$ cat src/rtl/core/pwf_pkg.sv
// Constants and slot codes for the page-write framer.
// No dependencies; imported by page_write_framer_top.
`timescale 1ns / 1ps

package pwf_pkg;

  // Field widths
  localparam int unsigned OfsW  = 16;
  localparam int unsigned LenW  = 9;
  localparam int unsigned ByteW = 8;
  localparam int unsigned SumW  = 16;

  // Frame constants
  localparam logic [ByteW-1:0] CMD_WRITE      = 8'hC3;
  localparam logic [SumW-1:0]  SUM_INIT       = 16'hFFFF;
  localparam logic [OfsW-1:0]  OFS_LOW        = 16'h1800;
  localparam logic [OfsW-1:0]  OFS_HIGH       = 16'hF200;
  localparam logic [LenW-1:0]  FORCED_LEN     = 9'h0D5;
  localparam logic [LenW-1:0]  MAX_PAGE_BYTES = 9'd256;
  localparam logic [OfsW-1:0]  LEN_OVERHEAD   = 16'd11;

  // Configuration register indexes
  localparam int unsigned CfgIdxW = 2;
  localparam logic [CfgIdxW-1:0] REG_PAGE_OFFSET = 2'd0;
  localparam logic [CfgIdxW-1:0] REG_PAGE_BYTES  = 2'd1;

  // Output slot codes: position of a byte within the results of one item
  typedef logic [3:0] slot_t;
  localparam slot_t SLOT_LEN_LO  = 4'd0;
  localparam slot_t SLOT_LEN_HI  = 4'd1;
  localparam slot_t SLOT_CMD     = 4'd2;
  localparam slot_t SLOT_OFS_LO  = 4'd3;
  localparam slot_t SLOT_OFS_HI  = 4'd4;
  localparam slot_t SLOT_ZERO_A  = 4'd5;
  localparam slot_t SLOT_ZERO_B  = 4'd6;
  localparam slot_t SLOT_USED_LO = 4'd7;
  localparam slot_t SLOT_USED_HI = 4'd8;
  localparam slot_t SLOT_DATA    = 4'd9;
  localparam slot_t SLOT_SUM_LO  = 4'd10;
  localparam slot_t SLOT_SUM_HI  = 4'd11;
  localparam slot_t SLOT_REJECT  = 4'd12;

endpackage

$ cat src/rtl/core/page_write_framer_top.sv
// Page-write framer: wraps page data bytes into header, data and checksum, or rejects.
// Depends on pwf_pkg for constants and slot codes.
`timescale 1ns / 1ps

// Path: the results of an accepted item (first header byte, data byte or reject
// marker) pass from the plan register to the output register.
// Throughput: one data byte per cycle while the output is not stalled; the first
// byte of a page holds the input while the header drains and the last byte while
// the checksum drains, through the single output register, one byte per cycle.
// Reset: synchronous; clears page position, checksum, pending bytes and
// returns page_offset to 0x1800 and page_bytes to 256.
module page_write_framer_top
  import pwf_pkg::*;
(
  input  logic               clk,
  input  logic               rst,
  // configuration write port
  input  logic               cfg_we,
  input  logic [CfgIdxW-1:0] cfg_index,
  input  logic [OfsW-1:0]    cfg_data,
  // input channel
  input  logic               in_valid,
  output logic               in_ready,
  input  logic [ByteW-1:0]   data_byte,
  // output channel
  output logic               out_valid,
  input  logic               out_ready,
  output logic [ByteW-1:0]   frame_byte,
  output logic               frame_end,
  output logic               rejected
);

  // Configuration registers
  logic [OfsW-1:0] page_offset;
  logic [LenW-1:0] page_bytes;

  // Page state
  logic [LenW-1:0] byte_index;
  logic [SumW-1:0] running_sum;

  // Plan register: the pending results of the item in hand
  logic            plan_valid;
  slot_t           plan_slot;
  slot_t           plan_last;
  logic [OfsW-1:0] plan_total;
  logic [OfsW-1:0] plan_offset;
  logic [LenW-1:0] plan_used;
  logic [ByteW-1:0] plan_data;
  logic [SumW-1:0] plan_sum;

  // Accept-time decode
  logic            in_fire;
  logic [LenW-1:0] n_len;
  logic            wrap_in;
  logic [LenW-1:0] idx;
  logic [SumW-1:0] sum_start;
  logic            reject;
  logic [LenW-1:0] used;
  logic            first;
  logic            emit_data;
  logic            last_byte;
  logic [OfsW-1:0] total;
  logic [SumW-1:0] hdr_sum;
  logic [SumW-1:0] sum_hdr;
  logic [SumW-1:0] sum_after;
  logic [LenW-1:0] idx_inc;
  logic            has_result;
  slot_t           start_slot;
  slot_t           end_slot;

  // Emission
  logic            load;
  logic [ByteW-1:0] slot_byte;

  // Clamp page length and find where this item sits in the page
  always_comb begin
    if (page_bytes == '0) begin
      n_len = LenW'(1);
    end else if (page_bytes > MAX_PAGE_BYTES) begin
      n_len = MAX_PAGE_BYTES;
    end else begin
      n_len = page_bytes;
    end
    wrap_in   = (byte_index >= n_len);
    idx       = wrap_in ? '0 : byte_index;
    sum_start = wrap_in ? SUM_INIT : running_sum;
    reject    = (page_offset < OFS_LOW) || (page_offset > OFS_HIGH);
    used      = (page_offset == OFS_HIGH && n_len >= FORCED_LEN) ? FORCED_LEN : n_len;
    first     = (idx == '0);
    emit_data = !reject && (idx < used);
    idx_inc   = idx + LenW'(1);
    last_byte = emit_data && (idx_inc == used);
    total     = {{(OfsW-LenW){1'b0}}, used} + LEN_OVERHEAD;
  end

  // Sum of all header bytes and the checksum after this item
  always_comb begin
    hdr_sum = {8'h00, total[7:0]} + {8'h00, total[15:8]} + {8'h00, CMD_WRITE}
            + {8'h00, page_offset[7:0]} + {8'h00, page_offset[15:8]}
            + {8'h00, used[7:0]} + {15'h0000, used[8]};
    sum_hdr   = (!reject && first) ? (SUM_INIT - hdr_sum) : sum_start;
    sum_after = emit_data ? (sum_hdr - {8'h00, data_byte}) : sum_hdr;
  end

  // Plan the slots this item produces
  always_comb begin
    has_result = reject ? first : emit_data;
    if (reject) begin
      start_slot = SLOT_REJECT;
      end_slot   = SLOT_REJECT;
    end else begin
      start_slot = first ? SLOT_LEN_LO : SLOT_DATA;
      end_slot   = last_byte ? SLOT_SUM_HI : SLOT_DATA;
    end
  end

  // Select the byte of the current slot
  always_comb begin
    unique case (plan_slot)
      SLOT_LEN_LO:  slot_byte = plan_total[7:0];
      SLOT_LEN_HI:  slot_byte = plan_total[15:8];
      SLOT_CMD:     slot_byte = CMD_WRITE;
      SLOT_OFS_LO:  slot_byte = plan_offset[7:0];
      SLOT_OFS_HI:  slot_byte = plan_offset[15:8];
      SLOT_USED_LO: slot_byte = plan_used[7:0];
      SLOT_USED_HI: slot_byte = {7'b0000000, plan_used[8]};
      SLOT_DATA:    slot_byte = plan_data;
      SLOT_SUM_LO:  slot_byte = plan_sum[7:0];
      SLOT_SUM_HI:  slot_byte = plan_sum[15:8];
      default:      slot_byte = '0;
    endcase
  end

  assign load     = plan_valid && (!out_valid || out_ready);
  assign in_ready = !plan_valid || (load && (plan_slot == plan_last));
  assign in_fire  = in_valid && in_ready;

  // Write configuration registers; unknown indexes are ignored
  always_ff @(posedge clk) begin
    if (rst) begin
      page_offset <= OFS_LOW;
      page_bytes  <= MAX_PAGE_BYTES;
    end else if (cfg_we) begin
      if (cfg_index == REG_PAGE_OFFSET) begin
        page_offset <= cfg_data;
      end else if (cfg_index == REG_PAGE_BYTES) begin
        page_bytes <= cfg_data[LenW-1:0];
      end
    end
  end

  // Advance page position and checksum on each accepted item
  always_ff @(posedge clk) begin
    if (rst) begin
      byte_index  <= '0;
      running_sum <= SUM_INIT;
    end else if (in_fire) begin
      if (idx_inc >= n_len) begin
        byte_index  <= '0;
        running_sum <= SUM_INIT;
      end else begin
        byte_index  <= idx_inc;
        running_sum <= sum_after;
      end
    end
  end

  // Plan control: load a new item or step through its slots
  always_ff @(posedge clk) begin
    if (rst) begin
      plan_valid <= 1'b0;
      plan_slot  <= SLOT_DATA;
      plan_last  <= SLOT_DATA;
    end else if (in_fire) begin
      plan_valid <= has_result;
      plan_slot  <= start_slot;
      plan_last  <= end_slot;
    end else if (load) begin
      if (plan_slot == plan_last) begin
        plan_valid <= 1'b0;
      end else begin
        plan_slot <= plan_slot + slot_t'(1);
      end
    end
  end

  // Hold plan payload
  always_ff @(posedge clk) begin
    if (in_fire) begin
      plan_total  <= total;
      plan_offset <= page_offset;
      plan_used   <= used;
      plan_data   <= data_byte;
      plan_sum    <= sum_after;
    end
  end

  // Output register
  always_ff @(posedge clk) begin
    if (rst) begin
      out_valid <= 1'b0;
    end else if (load) begin
      out_valid <= 1'b1;
    end else if (out_ready) begin
      out_valid <= 1'b0;
    end
  end

  always_ff @(posedge clk) begin
    if (load) begin
      frame_byte <= slot_byte;
      frame_end  <= (plan_slot == SLOT_SUM_HI) || (plan_slot == SLOT_REJECT);
      rejected   <= (plan_slot == SLOT_REJECT);
    end
  end

endmodule
$ cat config.mk
export PLATFORM = sky130hd
export DESIGN_NAME = page_write_framer_top
export DESIGN_NICKNAME = d
export VERILOG_FILES = /design/src/rtl/core/pwf_pkg.sv /design/src/rtl/core/page_write_framer_top.sv
export SDC_FILE = /design/constraint.sdc
export NUM_CORES = 1
export LEC_CHECK = 0
export ABC_AREA = 1
export BUFFER_PORTS_ARGS = -buffer_cell sky130_fd_sc_hd__clkbuf_2
export CAP_MARGIN = 20
export CORE_ASPECT_RATIO = 0.8
export CORE_UTILIZATION = 50
export DETAILED_ROUTE_END_ITERATION = 10
export PLACE_DENSITY = 0.73
export SYNTH_ARGS = -nofsm -noshare
export SYNTH_HDL_FRONTEND = slang
export SYNTH_SLANG_ARGS = --single-unit
$ cat constraint.sdc
create_clock -name clk -period 14.55 [get_ports clk]
set_clock_uncertainty 0.2 [all_clocks]
set_input_delay 1.455 -clock clk [delete_from_list [all_inputs] [get_ports clk]]
set_output_delay 1.455 -clock clk [all_outputs]
set_load 0.01 [all_outputs]
==> summary.md <==
| Metric | Value |
|---|---|
| Synth Flop Type | `edfxtp_1` |
| Syn Nets | `roughly 1100` |
| Number of synthesized register bits | `128` |
| Kind of critical path | `reg2reg` |
| Hold buffer count at cts | `0` |
| Initial antenna violation count | `0` |
| Synth Instances | `958` |
| P_sw | `505 uW` |
| Crit path max fanout | `8` |
| Post-cts sizing count | `0` |
| CP endpoint | `plan_sum[14]` |
| DR WL/cell | `17.5 um` |
| H-tree Lvls | `4` |
| Synth area leader | `edfxtp_1` |
| Syn_area_per_cell | `approximately 8.3 um^2` |
| Fraction of registers with async set/reset | `0%` |
| Cell count along the critical path | `32` |
| Final hold violation count | `0` |
| Worst slew pin tran | `just over 1 ns` |
| Max frequency | `0.152 GHz` |
| Reg2reg setup slack | `7.97 ns` |
| Number of synthesized flops with an enable pin | `69` |
| Netlist cell types | `54` |
| Power share of the combinational group | `36.4%` |
| Nets | `1110` |
| Sequential cell area | `3250 um^2` |
| I/O Buffers | `42` |
| Worst path max stage delay | `roughly 0.51 ns` |
| Post-DR vias/cell | `roughly 5.5` |
| Post-DP HPWL | `16400 um` |
| Final Util | `58.3%` |
| Post-CTS setup buffers | `0` |
| Worst endpoint data arrival time | `between 6 and 7 ns` |
| Initial Util | `52.1%` |
| Sequential area share after synthesis | `between 40% and 50%` |
| Number of global-route vias before repair | `6339` |
| Clock root buffer master | `clkbuf_16` |
| Worst setup SP type | `flip-flop` |
| Clock power frac | `28.4%` |
| Final setup fails | `0` |
| Final period utilization | `45.3%` |
| Setup TNS | `0 ns` |
| R2r worst-path depth | `32` |
| WL final | `~22000 um` |
| Most frequent CP cell | `inv_1` |
| R2R Path End | `plan_sum[14]` |
| Sequential power share | `35.3%` |
| Top cell family by delay on the critical path | `simple AND/OR/NAND/NOR gates` |
| DP Area | `8380 um^2` |
| Reg-to-Reg Start | `page_bytes[4]` |
| Die Span Y | `115 um` |
| GRT Residual Overflow | `0` |
| Mapped cell area | `7980 um^2` |
| Worst VDD drop | `126 uV` |
| Commonest cells post-synth | `inv_1, nand2_1, nor2_1` |
| Tot GR Track Use | `about 28%` |
| Final min period | `6.58 ns` |
| Pre-antenna DRT Iters | `5` |
| Unrepaired setup endpoints after global routing | `false` |
| First-pass GRT wire length | `between 30000 and 40000 um` |
| CTS max path bufs | `2` |
| WP buf/inv | `6` |
| Diode count | `0` |
| Worst-path clk slew | `approximately 0.06 ns` |
| Multi-input gate area | `3950 um^2` |
| # IOs | `43` |
| Max transition margin | `31.7%` |
| Area Overhead vs Synth | `11.8%` |
| Max-cap violation count | `0` |
| Gp weighted congestion | `0.965` |
| ANT nets after route | `0` |
| Clk_lat worst skew | `roughly 0.42 ns` |
| Detailed-route DRC error count | `0` |
| Pin count of the biggest net entering global routing | `68` |
| CTS sink cnt | `128` |
| DIE AREA | `around 16000 um^2` |
| CTS buffer count | `17` |
| Main area contributors after synthesis | `edfxtp_1, dfxtp_1, ha_1, inv_1, nand2_1` |
| Via count | `6779` |
| CTS tree | `done` |
| Row count | `40` |
| Sw Share | `around 37%` |
| Critical path startpoint | `page_bytes[4]` |
| Req. time, crit path | `14.53 ns` |
| Number of fill cells | `1399` |
| Post-layout instance area | `8920 um^2` |
| Worst setup EP type | `flip-flop` |
| Die width | `around 140 um` |
| Max Slew Vio Count | `0` |
| YS warnings | `0` |
| Top-area cell type share of the netlist area | `between 20% and 30%` |
| PwrDens | `153 nW/um^2` |
| Pint | `863 uW` |
| Share of post-route cells with drive strength above 1 | `10.7%` |
| Hold Crit Class | `reg2reg` |
| Core ar. | `15300 um^2` |
| CP max-delay cell | `fa_1` |
| 1st-iter DRT viols | `758` |
| Outcome | `completed` |
| Most common cell in the netlist | `inv_1` |
| Leakage | `4.02 nW` |
power groups by stage:
stage	registers, mW	clock network (mW)	logic (mW)
2_1_floorplan	0.479	0	0.366
3_3_place_gp	0.487	0	0.471
3_5_place_dp	0.488	0	0.482
4_1_cts	0.482	0.392	0.487
5_1_grt	0.487	0.409	0.562
6_report	0.482	0.389	0.497
registers in the layout, summed over array words and instances (netlist names), 9 cells and up:
signal and cells:
running_sum 16, plan_sum 16, plan_total 10, byte_index 9, page_bytes 9, plan_offset 16
plan_used 9, page_offset 16
layout by cell type (no fill, tap or decap), types with 5 or more instances in the layout:
cell,synthesis,final
clkinv_2,0,5
a22o_1,6,6
o21ai_0,51,51
nand3_1,44,44
edfxtp_1,69,69
nand2_2,10,10
a21oi_1,56,56
a221oi_1,12,12
nor2_1,89,89
a21oi_2,11,11
nand2_1,166,166
ha_1,57,57
xor2_1,14,14
nor3_1,11,11
clkbuf_16,0,18
dfxtp_1,59,59
inv_1,179,179
clkbuf_1,11,6
o22ai_1,11,11
clkbuf_2,0,42
fa_1,17,17
nand4_1,19,19
through the flow:
stage,setup slack [ns],total power [mW],hold slack [ns],cells
after global routing,7.21,1.46,0.233,1228
final,7.97,1.37,0.228,1228
after CTS,8.06,1.36,0.228,1227
after global placement,8.35,0.959,0.214,1195
after floorplan,8.78,0.845,0.208,958
after detailed placement,8.07,0.971,0.215,1195
per-layer routing:
layer	vias up	global-route usage [%]	routed length, um
met2	299	40.9	9050
met5	-	0	0
met4	0	6.52	234
met1	3174	41.0	10100
li1	3288	-	-
met3	18	8.33	2090
cell families (layout without fill, tap and decap cells):
kind of cell               Yosys count  after routing  share of synthesized area, %
buffers and inverters              199            259                          9.72
other                                1              1                        0.0470
DFF                                128            128                          40.8
xor gates and xnor gates            18             18                          2.15
AOI/OAI and AO/OA                  179            179                          14.1
and+or+nand+nor                    359            359                          20.0
adders and majority gates           74             74                          13.2
how the worst min path moves through the flow:
stage,from,to,slack [ns],cells past startpoint
global placement,page_offset[13],plan_offset[13],0.21,0
detailed placement,page_offset[12],plan_offset[12],0.21,0
floorplan,page_offset[10],plan_offset[10],0.21,0
finish,page_offset[13],plan_offset[13],0.23,0
global route,page_offset[13],plan_offset[13],0.23,0
CTS,page_offset[12],plan_offset[12],0.23,0
area by class of cell:
class,count,area share (%)
Clock buffer,26,5.61
Clock inverter,6,0.379
Inverter,182,7.68
Multi-Input combinational cell,631,44.3
Sequential cell,128,36.5
Tap cell,210,2.94
Timing Repair Buffer,45,2.65
Power figures use the tool's default switching activity.
